==> src/assert_macros.svh <==
`ifndef ASSERT_MACROS_SVH
`define ASSERT_MACROS_SVH

// Check that a condition implies another in the same cycle
`define SMX_AST_IMP(lbl, ante, cons) \
  lbl: assert property (@(posedge clk) disable iff (!rst_n) (ante) |-> (cons)) \
    else $error("assertion failed");

// Check that a condition implies another in the next cycle
`define SMX_AST_NXT(lbl, ante, cons) \
  lbl: assert property (@(posedge clk) disable iff (!rst_n) (ante) |=> (cons)) \
    else $error("assertion failed");

`endif

==> src/smx_pkg.sv <==
package smx_pkg;

  localparam logic [2:0] REQ_LIT  = 3'd0;
  localparam logic [2:0] REQ_CALL = 3'd1;
  localparam logic [2:0] REQ_JMP  = 3'd2;
  localparam logic [2:0] REQ_JZ   = 3'd3;
  localparam logic [2:0] REQ_STR  = 3'd4;
  localparam logic [2:0] REQ_HALT = 3'd5;

  localparam logic [3:0] BI_ADD   = 4'd0;
  localparam logic [3:0] BI_SUB   = 4'd1;
  localparam logic [3:0] BI_MUL   = 4'd2;
  localparam logic [3:0] BI_DIV   = 4'd3;
  localparam logic [3:0] BI_PNUM  = 4'd4;
  localparam logic [3:0] BI_PSTR  = 4'd5;
  localparam logic [3:0] BI_STORE = 4'd6;
  localparam logic [3:0] BI_FETCH = 4'd7;
  localparam logic [3:0] BI_DUP   = 4'd8;
  localparam logic [3:0] BI_DROP  = 4'd9;
  localparam logic [3:0] BI_SWAP  = 4'd10;
  localparam logic [3:0] BI_EQ    = 4'd11;
  localparam logic [3:0] BI_LT    = 4'd12;
  localparam logic [3:0] BI_GT    = 4'd13;

  typedef enum logic [2:0] {
    OP_PUSH,
    OP_CALL,
    OP_JMP,
    OP_JZ,
    OP_HALT,
    OP_NOP
  } op_t;

  typedef enum logic [2:0] {
    ERR_NONE    = 3'd0,
    ERR_DIVZERO = 3'd1,
    ERR_SLOT    = 3'd2,
    ERR_UNDER   = 3'd3,
    ERR_OVER    = 3'd4,
    ERR_BUILTIN = 3'd5
  } err_t;

  typedef struct packed {
    op_t         op;
    logic        bad_bi;
    logic [3:0]  bi;
    logic [1:0]  pops;
    logic        grow;
    logic [31:0] operand;
  } req_t;

  typedef struct packed {
    logic        jump_taken;
    logic [15:0] jump_target;
    logic        print_valid;
    logic        print_kind;
    logic [31:0] print_value;
    err_t        error_code;
    logic        halt;
    logic [6:0]  depth_after;
  } res_t;

endpackage

==> src/smx_front.sv <==
module smx_front (
  input  logic               enable,
  input  logic               in_tvalid,
  output logic               in_tready,
  input  logic [31:0]        in_tdata,
  input  logic [2:0]         in_tuser,
  output logic               q_wr_valid,
  input  logic               q_wr_ready,
  output smx_pkg::req_t      q_wr_data
);
  import smx_pkg::*;

  logic [3:0] bi;

  assign in_tready  = enable & q_wr_ready;
  assign q_wr_valid = enable & in_tvalid;
  assign bi         = in_tdata[3:0];

  always_comb begin
    q_wr_data         = '0;
    q_wr_data.op      = OP_NOP;
    q_wr_data.operand = in_tdata;
    unique case (in_tuser) inside
      REQ_LIT, REQ_STR: begin
        q_wr_data.op   = OP_PUSH;
        q_wr_data.grow = 1'b1;
      end
      REQ_CALL: begin
        q_wr_data.op     = OP_CALL;
        q_wr_data.bad_bi = (in_tdata > 32'd13);
        q_wr_data.bi     = bi;
        q_wr_data.pops   = (bi inside {BI_PNUM, BI_PSTR, BI_FETCH, BI_DUP, BI_DROP}) ?
                           2'd1 : 2'd2;
        q_wr_data.grow   = (bi == BI_DUP);
      end
      REQ_JMP: q_wr_data.op = OP_JMP;
      REQ_JZ: begin
        q_wr_data.op   = OP_JZ;
        q_wr_data.pops = 2'd1;
      end
      REQ_HALT: q_wr_data.op = OP_HALT;
      default:  q_wr_data.op = OP_NOP;
    endcase
  end

endmodule

==> config.mk <==
export PLATFORM = sky130hd
export DESIGN_NAME = smx_front
export DESIGN_NICKNAME = d
export VERILOG_FILES = /design/src/assert_macros.svh /design/src/smx_pkg.sv /design/src/smx_front.sv
export SDC_FILE = /design/constraint.sdc
export NUM_CORES = 1
export LEC_CHECK = 0
export ABC_AREA = 0
export BUFFER_PORTS_ARGS = -buffer_cell sky130_fd_sc_hd__clkbuf_2
export CAP_MARGIN = 20
export CORE_MARGIN = 2
export CORE_UTILIZATION = 25
export DETAILED_ROUTE_END_ITERATION = 6
export PLACE_DENSITY = 0.81
export SLEW_MARGIN = 20
export SYNTH_ARGS = -nofsm -noshare
export SYNTH_HDL_FRONTEND = slang
export SYNTH_SLANG_ARGS = --single-unit
==> constraint.sdc <==
create_clock -name vclk -period 0.85
set_clock_uncertainty 0.2 [all_clocks]
set_input_delay 0.1275 -clock vclk [all_inputs]
set_output_delay 0.1275 -clock vclk [all_outputs]
set_load 0.03 [all_outputs]
==> metrics.yaml <==
detailed_routing:
  wl_per_cell_um: 12.3
  first_pass_iters: 3
  ant_nets: 0
  num_vias: 667
  drt_iter0_drc: 1
  drc: 0
  viasPerCell: 4.36
  wl_mm: 1.89
final_layout:
  area_delta_synth_final_pct: 162
  nFlopsAndLatches: 0
  fin_util: 0.702
  final_nets: 168
  drive_gt1_frac: 0.945
  clock_buffers: 0
  fin_area_um2: 1220
  num_antenna_cells: 0
  regArea_um2: 0
sta:
  worst_slack_ns: -0.489
  period_minus_slack_ns: 1.34
  slew_headroom: 0.864
  drv_slew: 0
  finalHoldWorstSlack_ns: 0.321
  fmax_mhz: 747
  post-route-period-util: 1.57
  finalSetupViolCount: 12
  final_hold_viol_count: 0
  grt_setup_unrepaired: "yes"
  tightest_slew_ns: 0.203
global_routing:
  use_met1: 0.133
  grt_use_total: 0.152
  globalRouteOverflowTotal: 0
  grt_start_max_net_pins: 7
  first_global_vias: 580
  grtUsageMet2: 0.365
  grtUsageMet3: 0.00769
  grt_busiest_layer: "met2"
  antenna_found_initial: 0
  grt_pass1_wl_mm: 2.44
job:
  max_cap_viol_count: 0
placed_design:
  dpl_worst_slack_ns: -0.537
  gp_congestion: 0.623
  place_hpwl_mm: 1.41
  portBuffers: 83
  place_area_um2: 850
yosys:
  syn-num-nets: 102
  synthSimpleGateAreaFrac: 0.385
  yosysSeqAreaShare: 0
  postSynthCellCount: 64
  synth_compound_area_frac: 0.0829
  yosysWarnings: 0
  synth_mux_area_frac: 0
  yosysUniqueCellTypes: 17
  netlist_area_um2: 468
  synth_top_family_by_area: "buffers and inverters"
  syn_area_per_cell_um2: 7.31
  synth_fa_ha_area_frac: 0
  synth_xor_area_frac: 0.0187
worst_setup_path:
  endpoint_kind: "output pin"
  crit_start: "in_tdata[8]"
  required_ns: 0.52
  arrival_ns: 1.01
  cp-endpoint: "q_wr_data[39]"
  critPathKind: "primary input to output pin"
  crit_fanout: 2
  cp-start-kind: "primary input"
floorplanning:
  start_util: 0.268
  die_x_um: 47.3
  die_area_um2: 2230
  coreArea_um2: 1750
  fp.dieH_um: 47.3
  rows: 15
  pin_count: 83
clocking:
  ctsHoldBuffers: 0
power_and_ir_drop:
  finalPower_mw: 0.787
  p_leak_nw: 0.610
  ir_worst_vdd_v: 0.000329
  power.density_nw_per_um2: 643
status:
  violations: "setup timing"
  status: "finished with violations"
min_path:
  hold_path.class: "primary input to output pin"
## layout by cell type (no fill, tap or decap), drive strengths merged, types with 2 or more instances in the layout
cell type	n
clkbuf	64
buf	32
nor4	7
and2	6
nor2	3
nand4	2
o21a	2
nand3	2
nand2	2
## synthesized netlist by cell type
master    instances  area share
nand2_1           2       0.016
nand3_1           2       0.021
nor2b_1           1       0.013
and2_1            6       0.080
nor4_1            3       0.040
nand4_1           2       0.027
xnor2_1           1       0.019
nand2b_4          1       0.029
nor4_2            4        0.11
a21oi_1           1       0.011
nor2_1            3       0.024
o21a_1            2       0.032
buf_4            32        0.51
o21ba_2           1       0.021
o21ai_2           1       0.019
nor3_1            1       0.011
nand3b_1          1       0.016
## repair_timing
item,CTS,global route
setup buffers,3,0
resized for setup,57,33
endpoints found under the setup margin,14,15
pin swaps,12,13
## worst max-delay path, cell delays in order
cell and delay (ns):
buf_8 0.10, nor4_4 0.26, nand4_1 0.14, o21a_2 0.25
buf_8 0.13
## cell type report
cell class | count | area (µm²)
fill | 132 | 520
multi-input combinational | 32 | 384
tap | 25 | 31.3
timing repair buffer | 96 | 810
## cells by family (layout without fill, tap and decap cells)
family,after synthesis,after routing
and+or+nand+nor,26,26
buffers and inverters,32,96
xor gates and xnor gates,1,1
AOI/OAI and AO/OA,5,5
## routing by layer
metal / up-vias / share of wire
li1: 320 / -
met1: 300 / 0.29
met2: 47 / 0.61
met3: 0 / 0.092
met4: 0 / 0
met5: - / 0
## worst min-delay path by stage
| stage | start | end | cells past startpoint |
|---|---|---|---|
| 2_1_floorplan | in_tuser[1] | q_wr_data[32] | 1 |
| 4_1_cts | in_tdata[5] | q_wr_data[5] | 2 |
| 3_3_place_gp | in_tdata[7] | q_wr_data[7] | 2 |
| 5_1_grt | in_tdata[8] | q_wr_data[8] | 2 |
| 6_report | in_tdata[8] | q_wr_data[8] | 2 |
| 3_5_place_dp | in_tdata[5] | q_wr_data[5] | 2 |
## where the power goes
group | switching (mW) | leakage (nW) | internal [mW]
clock network | 0 | 0 | 0
registers | 0 | 0 | 0
logic | 0.422 | 0.610 | 0.365
total | 0.422 | 0.610 | 0.365
## metrics by stage
stage	instances	TNS, ns
2_1_floorplan	64	-0.777
3_3_place_gp	150	-3.86
3_5_place_dp	150	-4.08
4_1_cts	153	-3.51
5_1_grt	153	-3.42
6_report	153	-3.10
(Power assumes the default switching activity.)
