[config.mk]
export PLATFORM = sky130hd
export DESIGN_NAME = smx_queue
export DESIGN_NICKNAME = d
export VERILOG_FILES = /design/src/assert_macros.svh /design/src/smx_pkg.sv /design/src/smx_queue.sv
export SDC_FILE = /design/constraint.sdc
export NUM_CORES = 1
export LEC_CHECK = 0
export ABC_AREA = 0
export BUFFER_PORTS_ARGS = -buffer_cell sky130_fd_sc_hd__buf_2
export CAP_MARGIN = 5
export CORE_UTILIZATION = 40
export CTS_BUF_LIST = sky130_fd_sc_hd__clkbuf_4 sky130_fd_sc_hd__clkbuf_8
export DETAILED_ROUTE_END_ITERATION = 6
export MAX_ROUTING_LAYER = met4
export PLACE_DENSITY = 0.6
export SYNTH_ARGS = -nofsm -noshare
export SYNTH_HDL_FRONTEND = slang
export SYNTH_SLANG_ARGS = --single-unit
[constraint.sdc]
create_clock -name clk -period 3.9 [get_ports clk]
set_input_delay 0.585 -clock clk [delete_from_list [all_inputs] [get_ports clk]]
set_output_delay 0.585 -clock clk [all_outputs]
set_load 0.02 [all_outputs]
[src/assert_macros.svh]
`ifndef ASSERT_MACROS_SVH
`define ASSERT_MACROS_SVH

// Check that a condition implies another in the same cycle
`define SMX_AST_IMP(lbl, ante, cons) \
  lbl: assert property (@(posedge clk) disable iff (!rst_n) (ante) |-> (cons)) \
    else $error("assertion failed");

// Check that a condition implies another in the next cycle
`define SMX_AST_NXT(lbl, ante, cons) \
  lbl: assert property (@(posedge clk) disable iff (!rst_n) (ante) |=> (cons)) \
    else $error("assertion failed");

`endif

[src/smx_pkg.sv]
package smx_pkg;

  localparam logic [2:0] REQ_LIT  = 3'd0;
  localparam logic [2:0] REQ_CALL = 3'd1;
  localparam logic [2:0] REQ_JMP  = 3'd2;
  localparam logic [2:0] REQ_JZ   = 3'd3;
  localparam logic [2:0] REQ_STR  = 3'd4;
  localparam logic [2:0] REQ_HALT = 3'd5;

  localparam logic [3:0] BI_ADD   = 4'd0;
  localparam logic [3:0] BI_SUB   = 4'd1;
  localparam logic [3:0] BI_MUL   = 4'd2;
  localparam logic [3:0] BI_DIV   = 4'd3;
  localparam logic [3:0] BI_PNUM  = 4'd4;
  localparam logic [3:0] BI_PSTR  = 4'd5;
  localparam logic [3:0] BI_STORE = 4'd6;
  localparam logic [3:0] BI_FETCH = 4'd7;
  localparam logic [3:0] BI_DUP   = 4'd8;
  localparam logic [3:0] BI_DROP  = 4'd9;
  localparam logic [3:0] BI_SWAP  = 4'd10;
  localparam logic [3:0] BI_EQ    = 4'd11;
  localparam logic [3:0] BI_LT    = 4'd12;
  localparam logic [3:0] BI_GT    = 4'd13;

  typedef enum logic [2:0] {
    OP_PUSH,
    OP_CALL,
    OP_JMP,
    OP_JZ,
    OP_HALT,
    OP_NOP
  } op_t;

  typedef enum logic [2:0] {
    ERR_NONE    = 3'd0,
    ERR_DIVZERO = 3'd1,
    ERR_SLOT    = 3'd2,
    ERR_UNDER   = 3'd3,
    ERR_OVER    = 3'd4,
    ERR_BUILTIN = 3'd5
  } err_t;

  typedef struct packed {
    op_t         op;
    logic        bad_bi;
    logic [3:0]  bi;
    logic [1:0]  pops;
    logic        grow;
    logic [31:0] operand;
  } req_t;

  typedef struct packed {
    logic        jump_taken;
    logic [15:0] jump_target;
    logic        print_valid;
    logic        print_kind;
    logic [31:0] print_value;
    err_t        error_code;
    logic        halt;
    logic [6:0]  depth_after;
  } res_t;

endpackage

[src/smx_queue.sv]
module smx_queue (
  input  logic          clk,
  input  logic          rst_n,
  input  logic          wr_valid,
  output logic          wr_ready,
  input  smx_pkg::req_t wr_data,
  output logic          rd_valid,
  input  logic          rd_ready,
  output smx_pkg::req_t rd_data
);
  import smx_pkg::*;

  req_t       mem_r [2];
  logic       wp_r;
  logic       rp_r;
  logic [1:0] cnt_r;
  logic       wr_en;
  logic       rd_en;

  assign wr_ready = (cnt_r != 2'd2);
  assign rd_valid = (cnt_r != 2'd0);
  assign rd_data  = mem_r[rp_r];
  assign wr_en    = wr_valid & wr_ready;
  assign rd_en    = rd_valid & rd_ready;

  always_ff @(posedge clk) begin
    if (wr_en) begin
      mem_r[wp_r] <= wr_data;
    end
    if (!rst_n) begin
      wp_r  <= 1'b0;
      rp_r  <= 1'b0;
      cnt_r <= 2'd0;
    end else begin
      if (wr_en) begin
        wp_r <= ~wp_r;
      end
      if (rd_en) begin
        rp_r <= ~rp_r;
      end
      cnt_r <= cnt_r + {1'b0, wr_en} - {1'b0, rd_en};
    end
  end

endmodule

==> run summary, run 1 <==
outcome -> completed
routability congestion estimate from global placement -> 0.625
number of CTS-inserted buffers -> 9
die area -> 9240 um2
sequential fraction of the synthesis area -> 75.7%
final worst-path setup slack -> 1.40 ns
Setup Viol. Count Final -> 0
Post CTS Setup Buffer Count -> 0
net total in the final layout -> 307
Max Fclk -> 400 MHz
Static Leakage -> 1.67 nW
Crit path arrival time -> 1.91 ns
setup tns final -> 0 ns
number of placement rows -> 33
Core Footprint -> 8380 um2
largest buffer count on any clock path -> 2
Top FF cell, synth -> sky130_fd_sc_hd__edfxtp_1
Initial Util -> 42.3%
minimum setup slack after placement -> 1.69 ns
CTS Root Buffer Type -> sky130_fd_sc_hd__clkbuf_8
gate count of the mapped netlist -> 158
detailed router's first-iteration violation count -> 22
Non-Filler Instances -> 368
final antenna-violating net count -> 0
utilization of the core after routing -> 50.9%
critical path fanouts, max -> 19
drt via density -> 4.60
pwr dens -> 638 nW/um2
CP Data Required Time -> 3.31 ns
share of final-layout standard cells stronger than drive strength 1 -> 59.7%
horizontal extent of the die -> 96.1 um
Slew Limit Fails -> 0
average routed wire per standard cell -> 15.3 um
TritonCTS Sinks -> 91
worst voltage drop across the vdd grid -> 0.272 mV
#FFs+latches synth -> 91
final hold slack -> 0.418 ns
clock tree from TritonCTS -> yes
number of warnings issued by yosys -> 0
final setup skew -> 0.00777 ns
unique cell type count in the Yosys netlist -> 18
area share of the largest cell type after synthesis -> 72.9%
pin count of the biggest net entering global routing -> 44
via count of the first global-routing pass -> 1629
syn_nets -> 207
min Tclk post-route -> 2.50 ns
classification of the worst setup path -> reg2out
clock latency at the later pin of the worst-skew pair -> 0.35 ns
count of endpoints failing hold in the final timing report -> 0
type of the most critical hold path -> in2reg
clock-pin slew on the worst setup and hold paths -> 0.09 ns
ratio of final minimum period to clock period -> 64.1%
Via Count -> 1694
top-level I/O count -> 92
H-Tree Depth -> 3
top-count cell post-synth -> sky130_fd_sc_hd__edfxtp_1
buffers added on ports -> 91
wire length of the first global-routing pass -> 8090 um
Cell Count Post-Placement -> 352
number of synthesized flops with an enable pin -> 86
setup repair after global routing missed its margin -> false
number of hold buffers added after cts -> 0
number of violations of the max-capacitance limit -> 0
area added between synthesis and finish -> 20.4%
chip height -> 96.1 um
mean area per synthesized cell -> 22.4 um2
post-synth design cell area -> 3540 um2
number of diodes -> 0
Post-synth top cells -> sky130_fd_sc_hd__edfxtp_1, sky130_fd_sc_hd__mux2_4, sky130_fd_sc_hd__dfxtp_1, sky130_fd_sc_hd__buf_12
remaining global-route overflow -> 0
half-perimeter wire length after placement -> 3810 um
critical path endpoint category -> output pin
actual transition at the worst max-transition pin -> 1.05 ns
Global Route Usage Sum -> 13.0%
share of async-settable or async-resettable flops after synthesis -> 0%
# resized after CTS -> 0
Final Routed Wirelength -> 5620 um
library cell occupying the most area in the post-synthesis netlist -> sky130_fd_sc_hd__edfxtp_1
cell types with the largest area share after synthesis -> sky130_fd_sc_hd__edfxtp_1, sky130_fd_sc_hd__mux2_4, sky130_fd_sc_hd__dfxtp_1, sky130_fd_sc_hd__buf_12, sky130_fd_sc_hd__mux2_2
startpoint class of the critical path -> flop
antenna violations before repair -> 0
total DRC errors in the routed layout -> 0
fill cell instance count of the final layout -> 723
Pre-antenna DRT Iters -> 4
tightest slew margin relative to the limit -> 30.3%
==> cell usage in the layout, fill, tap and decap left out <==
master / count
sky130_fd_sc_hd__nor2_4: 1
sky130_fd_sc_hd__inv_1: 1
sky130_fd_sc_hd__nand2_1: 2
sky130_fd_sc_hd__clkinv_1: 1
sky130_fd_sc_hd__or2_2: 1
sky130_fd_sc_hd__mux2_2: 3
sky130_fd_sc_hd__edfxtp_1: 86
sky130_fd_sc_hd__buf_2: 91
sky130_fd_sc_hd__clkbuf_8: 9
sky130_fd_sc_hd__mux2i_1: 1
sky130_fd_sc_hd__mux2_4: 40
sky130_fd_sc_hd__buf_4: 3
sky130_fd_sc_hd__xnor2_1: 3
sky130_fd_sc_hd__o21a_2: 1
sky130_fd_sc_hd__nor2b_1: 2
sky130_fd_sc_hd__dfxtp_2: 1
sky130_fd_sc_hd__clkbuf_4: 1
sky130_fd_sc_hd__inv_6: 1
sky130_fd_sc_hd__nand2b_1: 2
sky130_fd_sc_hd__ha_1: 2
sky130_fd_sc_hd__and3_2: 1
sky130_fd_sc_hd__clkinvlp_4: 3
sky130_fd_sc_hd__bufinv_16: 1
sky130_fd_sc_hd__dfxtp_1: 4
sky130_fd_sc_hd__and2_1: 2
==> area by class of cell <==
cell class	count	area, um2	area share, %
clock inverter	6	65.1	1.52
tap	105	131	3.08
clock buffer	10	131	3.08
timing repair buffer	94	478	11.2
sequential	91	2680	62.9
inverter	1	3.75	0.0880
multi-input combinational	61	774	18.1
==> layer usage <==
metal	GRT usage, %	up-vias	wire (um)
li1	-	807	-
met1	15.1	823	2380
met4	8.96	0	154
met5	-	-	0
met2	20.1	53	2800
met3	2.61	11	290
==> sequential cells by signal, indices dropped and copies added (netlist names), named ones only <==
signal  cells
cnt_r       2
mem_r      86
rp_r        1
wp_r        1
==> critical path: stages, from the launching register on <==
cell                      delay, ns
sky130_fd_sc_hd__dfxtp_2       0.62
sky130_fd_sc_hd__buf_4         0.41
sky130_fd_sc_hd__mux2_2        0.38
sky130_fd_sc_hd__buf_2         0.16
==> final timing paths <==
kind	startpoint	end	slack, ns	cells past startpoint
hold / removal	wr_data[6]	mem_r[1][6]	0.42	1
setup / recovery	flop	rd_data[1]	1.40	3
hold reg to reg	wp_r	wp_r	0.53	2
setup reg to reg	cnt_r[0]	mem_r[0][4]	1.90	4
==> report_power, final <==
part / internal (W) / total, W / switching, W
Sequential: 0.00123 / 0.00129 / 0.0000627
Combinational: 0.000377 / 0.000811 / 0.000434
Clock: 0.000303 / 0.000621 / 0.000317
Total: 0.00191 / 0.00272 / 0.000814
==> kinds of logic (layout without fill, tap and decap cells) <==
family          after synthesis  in the layout  share of synthesized area (%)
mux                          44             44                           18.2
compound gates                1              1                          0.247
simple gates                 11             11                           1.73
fa+ha+maj                     2              2                          0.706
xor+xnor                      3              3                          0.742
buf+inv                       6            111                           2.68
flops                        91             91                           75.7
==> stage by stage <==
| stage | instance area [um2] | power (W) |
|---|---|---|
| after floorplan | 3540 | 0.00196 |
| after global placement | 4070 | 0.00213 |
| after detailed placement | 4070 | 0.00215 |
| after CTS | 4270 | 0.00277 |
| after global routing | 4270 | 0.00286 |
| final | 4270 | 0.00272 |
(Power assumes the default switching activity.)
==> run 2, diff against run 1 <==
clock period = 2.48 ns   (was 3.9 ns; I/O delays follow)
==> run 2 against run 1 <==
Effect of this change:
- non-clock buffer count is the same
- critical path depth is the same
- clock skew shrank 0.0017 ns
- cell count is the same
- die area is the same
- sequential share of layout area grew 0.055 points
- power grew 53%
- combinational power grew 64%
- clock power grew 37%
- core utilization is essentially flat
- sequential power grew 54%
- wire length shrank 1.7%
- largest cell class unchanged
- largest power group unchanged
- highest routed layer unchanged
==> run summary, run 2 (same netlist as run 1, synthesis figures left out) <==
Pre-antenna DRT Iters -> 4 (unchanged)
horizontal extent of the die -> 96.1 um (unchanged)
average routed wire per standard cell -> 15.0 um (-1.7%)
Critical Path Slowest Stage Cell -> sky130_fd_sc_hd__mux2_2
number of violations of the max-capacitance limit -> 0 (unchanged)
Slew Limit Fails -> 0 (unchanged)
drt via density -> 4.59 (-0.24%)
clock tree from TritonCTS -> yes
Setup Viol. Count Final -> 0 (unchanged)
Global Route Usage Sum -> 12.6% (-0.32 points)
via count of the first global-routing pass -> 1599 (-1.8%)
top-level I/O count -> 92 (unchanged)
number of diodes -> 0 (unchanged)
startpoint class of the critical path -> flop
number of flip-flops in the largest register -> 86 (unchanged)
routability congestion estimate from global placement -> 0.680 (+8.8%)
net total in the final layout -> 307 (unchanged)
FF-to-FF path depth -> 8 (+4)
Final Routed Wirelength -> 5530 um (-1.7%)
Via Count -> 1690 (-0.24%)
Static Leakage -> 1.67 nW (-0.42%)
worst voltage drop across the vdd grid -> 0.493 mV (+81%)
antenna violations before repair -> 0 (unchanged)
Core Footprint -> 8380 um2 (unchanged)
clock latency at the later pin of the worst-skew pair -> 0.34 ns (about the same)
area added between synthesis and finish -> 20.3% (about the same)
most common cell after layout, fill and taps aside -> sky130_fd_sc_hd__buf_2
final hold slack -> 0.213 ns (-0.205 ns)
Post CTS Setup Buffer Count -> 0 (unchanged)
type of the most critical hold path -> in2reg
largest buffer count on any clock path -> 2 (unchanged)
count of endpoints failing hold in the final timing report -> 0 (unchanged)
reg-to-reg setup timing slack -> 0.80 ns (-1.10 ns)
TritonCTS Sinks -> 91 (unchanged)
final antenna-violating net count -> 0 (unchanged)
classification of the worst setup path -> reg2out
CP Data Required Time -> 2.11 ns (-1.20 ns)
Crit path arrival time -> 1.53 ns (-0.38 ns)
min Tclk post-route -> 1.91 ns
buffers added on ports -> 91 (unchanged)
CTS Root Buffer Type -> sky130_fd_sc_hd__clkbuf_8
critical path endpoint category -> output pin
wire length of the first global-routing pass -> 7910 um (-2.2%)
clock-pin slew on the worst setup and hold paths -> 0.09 ns (about the same)
remaining global-route overflow -> 0 (unchanged)
largest registers ranked by flip-flop count -> mem_r: 86 flops, cnt_r: 2 flops
die area -> 9240 um2 (unchanged)
ratio of final minimum period to clock period -> 76.8%
actual transition at the worst max-transition pin -> 0.589 ns (-0.456 ns)
number of hold buffers added after cts -> 0 (unchanged)
utilization of the core after routing -> 50.9% (about the same)
Max Fclk -> 525 MHz
tightest slew margin relative to the limit -> 60.7% (+30 points)
stage delay of the slowest cell on the critical path -> 0.37 ns (-0.25 ns)
pwr dens -> 979 nW/um2 (+53%)
critical path, cell by cell -> buf_12, mux2_2, buf_2
chip height -> 96.1 um (unchanged)
total DRC errors in the routed layout -> 0 (unchanged)
highest-count cells in the layout ignoring fill and taps -> sky130_fd_sc_hd__buf_2, sky130_fd_sc_hd__edfxtp_1, sky130_fd_sc_hd__mux2_4
critical path fanouts, max -> 43 (+24)
number of placement rows -> 33 (unchanged)
depth of the worst hold-timing path -> 1 (unchanged)
setup tns final -> 0 ns (unchanged)
pin count of the biggest net entering global routing -> 44 (unchanged)
half-perimeter wire length after placement -> 3580 um (-6.2%)
# resized after CTS -> 0 (unchanged)
final setup skew -> 0.00606 ns (-0.00171 ns)
share of final-layout standard cells stronger than drive strength 1 -> 59.3% (-0.38 points)
largest register by flop count -> mem_r
detailed router's first-iteration violation count -> 84 (+280%)
outcome -> completed
Initial Util -> 42.3% (unchanged)
setup repair after global routing missed its margin -> false
H-Tree Depth -> 3 (unchanged)
number of CTS-inserted buffers -> 9 (unchanged)
[run 2: layout make-up]
class | instances | area [um2]
clock inverters | 7 | 43.8
flip-flops and latches | 91 | 2680
clock buffers | 9 | 124
inverters | 1 | 3.75
fillers | 705 | 4120
multi-input cells | 61 | 774
well taps | 105 | 131
repair buffers | 94 | 503
[run 2: stage by stage]
step	worst slack, ns	power, W	area (um2)	std cells
2_1_floorplan	0.182	0.00309	3550	158
3_3_place_gp	0.836	0.00338	4100	352
3_5_place_dp	0.793	0.00339	4100	352
4_1_cts	0.539	0.00425	4260	368
5_1_grt	0.506	0.00439	4260	368
6_report	0.575	0.00417	4260	368
[run 2: worst max-delay path: cells and delay by family (launching register included)]
kind,cells,cell delay (ns)
DFF,1,0.34
buffers and inverters,2,0.46
muxes,1,0.37
[run 2: worst paths after layout]
check	from	end
max	flop	rd_data[1]
min	wr_data[27]	mem_r[0][27]
max reg2reg	cnt_r[0]	cnt_r[1]
min reg2reg	wp_r	wp_r
[run 2: metal layers]
metal / share of wire, % / track usage (%)
met1: 41 / 15.0
met2: 50 / 19.8
met3: 6.9 / 2.92
met4: 2.0 / 7.09
met5: 0 / -
[run 2: power breakdown]
part	switching (W)	leakage (nW)	internal, W
sequential	0.0000600	0.845	0.00193
combinational	0.000723	0.743	0.000611
clock	0.000490	0.0767	0.000358
total	0.00127	1.67	0.00290
==> run 3, diff against run 2 <==
ABC_AREA = 1   (was 0)
clock period = 1.8 ns   (was 2.48 ns; I/O delays follow)
==> run 3 against run 2 <==
Effect of this change:
- non-clock buffer count grew 3
- clock-buffer cell count grew 1
- global-route usage grew 0.32 points
- via count grew 4.0%
- clock power grew 57%
- synthesized cell count grew 7.6%
- worst setup slack lost 0.50 ns
- wire length grew 2.2%
- combinational power grew 39%
- power grew 43%
- sequential power grew 39%
- critical path type unchanged
- critical endpoint is now rd_data[21]
- largest power group unchanged
==> run summary, run 3 <==
number of synthesized flops with an enable pin -> 86 (unchanged)
number of placement rows -> 33 (unchanged)
ratio of final minimum period to clock period -> 95.9%
top-count cell post-synth -> sky130_fd_sc_hd__edfxtp_1
largest register by flop count -> mem_r
antenna violations before repair -> 0 (unchanged)
library cell occupying the most area in the post-synthesis netlist -> sky130_fd_sc_hd__edfxtp_1
gate count of the mapped netlist -> 170 (+7.6%)
chip height -> 96.2 um (about the same)
Crit path arrival time -> 1.46 ns (-0.07 ns)
cell types with the largest area share after synthesis -> sky130_fd_sc_hd__edfxtp_1, sky130_fd_sc_hd__mux2_4, sky130_fd_sc_hd__dfxtp_1, sky130_fd_sc_hd__buf_12, sky130_fd_sc_hd__nand2_1
worst voltage drop across the vdd grid -> 0.697 mV (+41%)
mean area per synthesized cell -> 20.9 um2 (-6.9%)
classification of the worst setup path -> reg2out
remaining global-route overflow -> 0 (unchanged)
outcome -> completed
sequential fraction of the synthesis area -> 75.6% (-0.11 points)
sequential share of power -> 46.6% (-1.1 points)
share of final-layout standard cells stronger than drive strength 1 -> 57.2% (-2.1 points)
Static Leakage -> 1.72 nW (+3.5%)
top cell family by delay on the critical path -> buffers and inverters
number of CTS-inserted buffers -> 9 (unchanged)
startpoint of the tightest hold check path -> wr_data[9]
stage delay of the slowest cell on the critical path -> 0.36 ns (about the same)
CTS Root Buffer Type -> sky130_fd_sc_hd__clkbuf_8
worst flop-to-flop path endpoint -> cnt_r[1]
share of async-settable or async-resettable flops after synthesis -> 0% (unchanged)
TritonCTS Sinks -> 91 (unchanged)
highest-count cells in the layout ignoring fill and taps -> sky130_fd_sc_hd__buf_2, sky130_fd_sc_hd__edfxtp_1, sky130_fd_sc_hd__mux2_4
worst flop-to-flop path startpoint -> cnt_r[0]
startpoint class of the critical path -> flop
Setup Viol. Count Final -> 0 (unchanged)
fill cell instance count of the final layout -> 712 (+0.99%)
syn_nets -> 219 (+5.8%)
detailed router's first-iteration violation count -> 70 (-17%)
internal power of the cells -> 0.00415 W (+43%)
switching share of power -> 30.2% (-0.35 points)
actual transition at the worst max-transition pin -> 0.318 ns (-0.271 ns)
FF-to-FF path depth -> 10 (+2)
drt via density -> 4.59 (about the same)
routability congestion estimate from global placement -> 0.742 (+9.2%)
H-Tree Depth -> 3 (unchanged)
Slew Limit Fails -> 0 (unchanged)
setup repair after global routing missed its margin -> false
Max Fclk -> 579 MHz
clock-pin slew on the worst setup and hold paths -> 0.09 ns (about the same)
Non-Filler Instances -> 383 (+4.1%)
top-level I/O count -> 92 (unchanged)
number of warnings issued by yosys -> 0 (unchanged)
hold endpoint -> mem_r[0][9]
number of diodes -> 0 (unchanged)
clock share of power -> 22.4% (+2.1 points)
reg-to-reg setup timing slack -> 0.26 ns (-0.54 ns)
depth of the worst hold-timing path -> 1 (unchanged)
area share of the largest cell type after synthesis -> 72.8% (-0.10 points)
via count of the first global-routing pass -> 1732 (+8.3%)
most common cell after layout, fill and taps aside -> sky130_fd_sc_hd__buf_2
horizontal extent of the die -> 96.2 um (about the same)
Post-synth top cells -> sky130_fd_sc_hd__edfxtp_1, sky130_fd_sc_hd__mux2_4, sky130_fd_sc_hd__nand2_1, sky130_fd_sc_hd__nor2_1, sky130_fd_sc_hd__inv_1
post-synth design cell area -> 3550 um2 (+0.14%)
Final Routed Wirelength -> 5650 um (+2.2%)
final antenna-violating net count -> 0 (unchanged)
half-perimeter wire length after placement -> 3740 um (+4.7%)
average routed wire per standard cell -> 14.7 um (-1.8%)
power dissipated by switching net loads -> 0.00180 W (+41%)
critical path, cell by cell -> buf_6, mux2_4, buf_2
Global Route Usage Sum -> 13.0% (+0.32 points)
number of violations of the max-capacitance limit -> 0 (unchanged)
CP Data Required Time -> 1.53 ns (-0.58 ns)
tightest slew margin relative to the limit -> 78.8% (+18 points)
Critical Path Slowest Stage Cell -> sky130_fd_sc_hd__dfxtp_2
clock latency at the later pin of the worst-skew pair -> 0.34 ns (about the same)
critical path fanouts, max -> 18 (-58%)
clock tree from TritonCTS -> yes
min Tclk post-route -> 1.73 ns
Top FF cell, synth -> sky130_fd_sc_hd__edfxtp_1
share of total power in combinational logic -> 31.1% (-0.9 points)
Pre-antenna DRT Iters -> 4 (unchanged)
pwr dens -> 1370 nW/um2 (+40%)
#FFs+latches synth -> 91 (unchanged)
wire length of the first global-routing pass -> 8300 um (+5.0%)
Cell Count Post-Placement -> 367 (+4.3%)
number of buffer and inverter instances along the worst setup path -> 2 (unchanged)
pin count of the biggest net entering global routing -> 26 (-41%)
buffers added on ports -> 91 (unchanged)
unique cell type count in the Yosys netlist -> 12 (-6)
total DRC errors in the routed layout -> 0 (unchanged)
count of endpoints failing hold in the final timing report -> 0 (unchanged)
die area -> 9250 um2 (+0.14%)
Via Count -> 1758 (+4.0%)
type of the most critical hold path -> in2reg
setup tns final -> 0 ns (unchanged)
Core Footprint -> 8380 um2 (unchanged)
final hold slack -> 0.106 ns (-0.106 ns)
net total in the final layout -> 322 (+4.9%)
critical path endpoint category -> output pin
final setup skew -> 0.00747 ns (+0.00141 ns)
largest buffer count on any clock path -> 2 (unchanged)
Initial Util -> 42.3% (+0.060 points)
number of flip-flops in the largest register -> 86 (unchanged)
area added between synthesis and finish -> 22.0%
largest registers ranked by flip-flop count -> mem_r: 86 flops, cnt_r: 2 flops
## run 3: changes by cell type in the layout (fill, tap and decap cells not counted), moves of 2 or more
cell	previous run	this run
sky130_fd_sc_hd__buf_4	1	3
sky130_fd_sc_hd__nand2b_1	2	0
sky130_fd_sc_hd__nand3_1	0	3
sky130_fd_sc_hd__nor2b_1	2	0
sky130_fd_sc_hd__and2_1	2	0
sky130_fd_sc_hd__clkinv_4	0	2
sky130_fd_sc_hd__a21oi_1	0	2
sky130_fd_sc_hd__inv_1	1	6
sky130_fd_sc_hd__nand2_1	2	8
sky130_fd_sc_hd__xnor2_1	3	0
sky130_fd_sc_hd__nor2_1	0	7
## run 3: repair_timing
item | CTS | global route
endpoints found under the setup margin | 18 | 0
setup buffers | 0 | 0
gates resized for setup | 1 | 0
hold buffers | 0 | 0
## run 3: final cells by class
type                    count  area (um2)  share of cell area [%]
clock buffers              10         131                    3.03
clock inverters             6        66.3                    1.53
inverters                   7        30.0                   0.693
multi-input cells          67         758                    17.5
flip-flops and latches     91        2680                    62.0
well taps                 105         131                    3.03
repair buffers             97         529                    12.2
## run 3: through the flow
step	total power, W	area, um2	setup WS (ns)	util [%]
final	0.00595	4330	0.0734	51.7
after global routing	0.00625	4330	0.0131	51.7
after CTS	0.00603	4330	0.0504	51.7
after detailed placement	0.00469	4130	0.272	49.3
after global placement	0.00467	4130	0.350	49.3
after floorplan	0.00424	3560	0.0689	-
## run 3: kinds of logic (layout without fill, tap and decap cells)
kind of cell	after synthesis	in the layout	synth area share [%]
adders and majority gates	2	2	0.705
AOI/OAI and AO/OA	2	2	0.282
and+or+nand+nor	20	20	2.22
DFF	91	91	75.6
muxes	43	43	17.9
buffers and inverters	12	120	3.31
## run 3: how the worst max path moves through the flow
| stage | from | endpoint | slack [ns] | cells past startpoint |
|---|---|---|---|---|
| 6_report | flop | rd_data[21] | 0.07 | 3 |
| 5_1_grt | flop | rd_data[19] | 0.01 | 3 |
| 4_1_cts | flop | rd_data[21] | 0.05 | 3 |
| 3_5_place_dp | cnt_r[0] | cnt_r[1] | 0.27 | 10 |
| 3_3_place_gp | cnt_r[0] | cnt_r[1] | 0.35 | 10 |
| 2_1_floorplan | cnt_r[0] | mem_r[0][0] | 0.07 | 4 |
## run 3: layer usage
metal,share of wire [%],GRT usage (%)
met5,0,-
met4,0.90,5.97
met3,7.8,3.32
met2,47,20.3
met1,44,15.8
## run 3: power by group through the flow
stage / clock [W] / combinational [W] / sequential, W
6_report: 0.00133 / 0.00185 / 0.00277
3_5_place_dp: 0 / 0.00187 / 0.00282
4_1_cts: 0.00138 / 0.00188 / 0.00277
3_3_place_gp: 0 / 0.00187 / 0.00281
2_1_floorplan: 0 / 0.00144 / 0.00280
5_1_grt: 0.00145 / 0.00200 / 0.00280
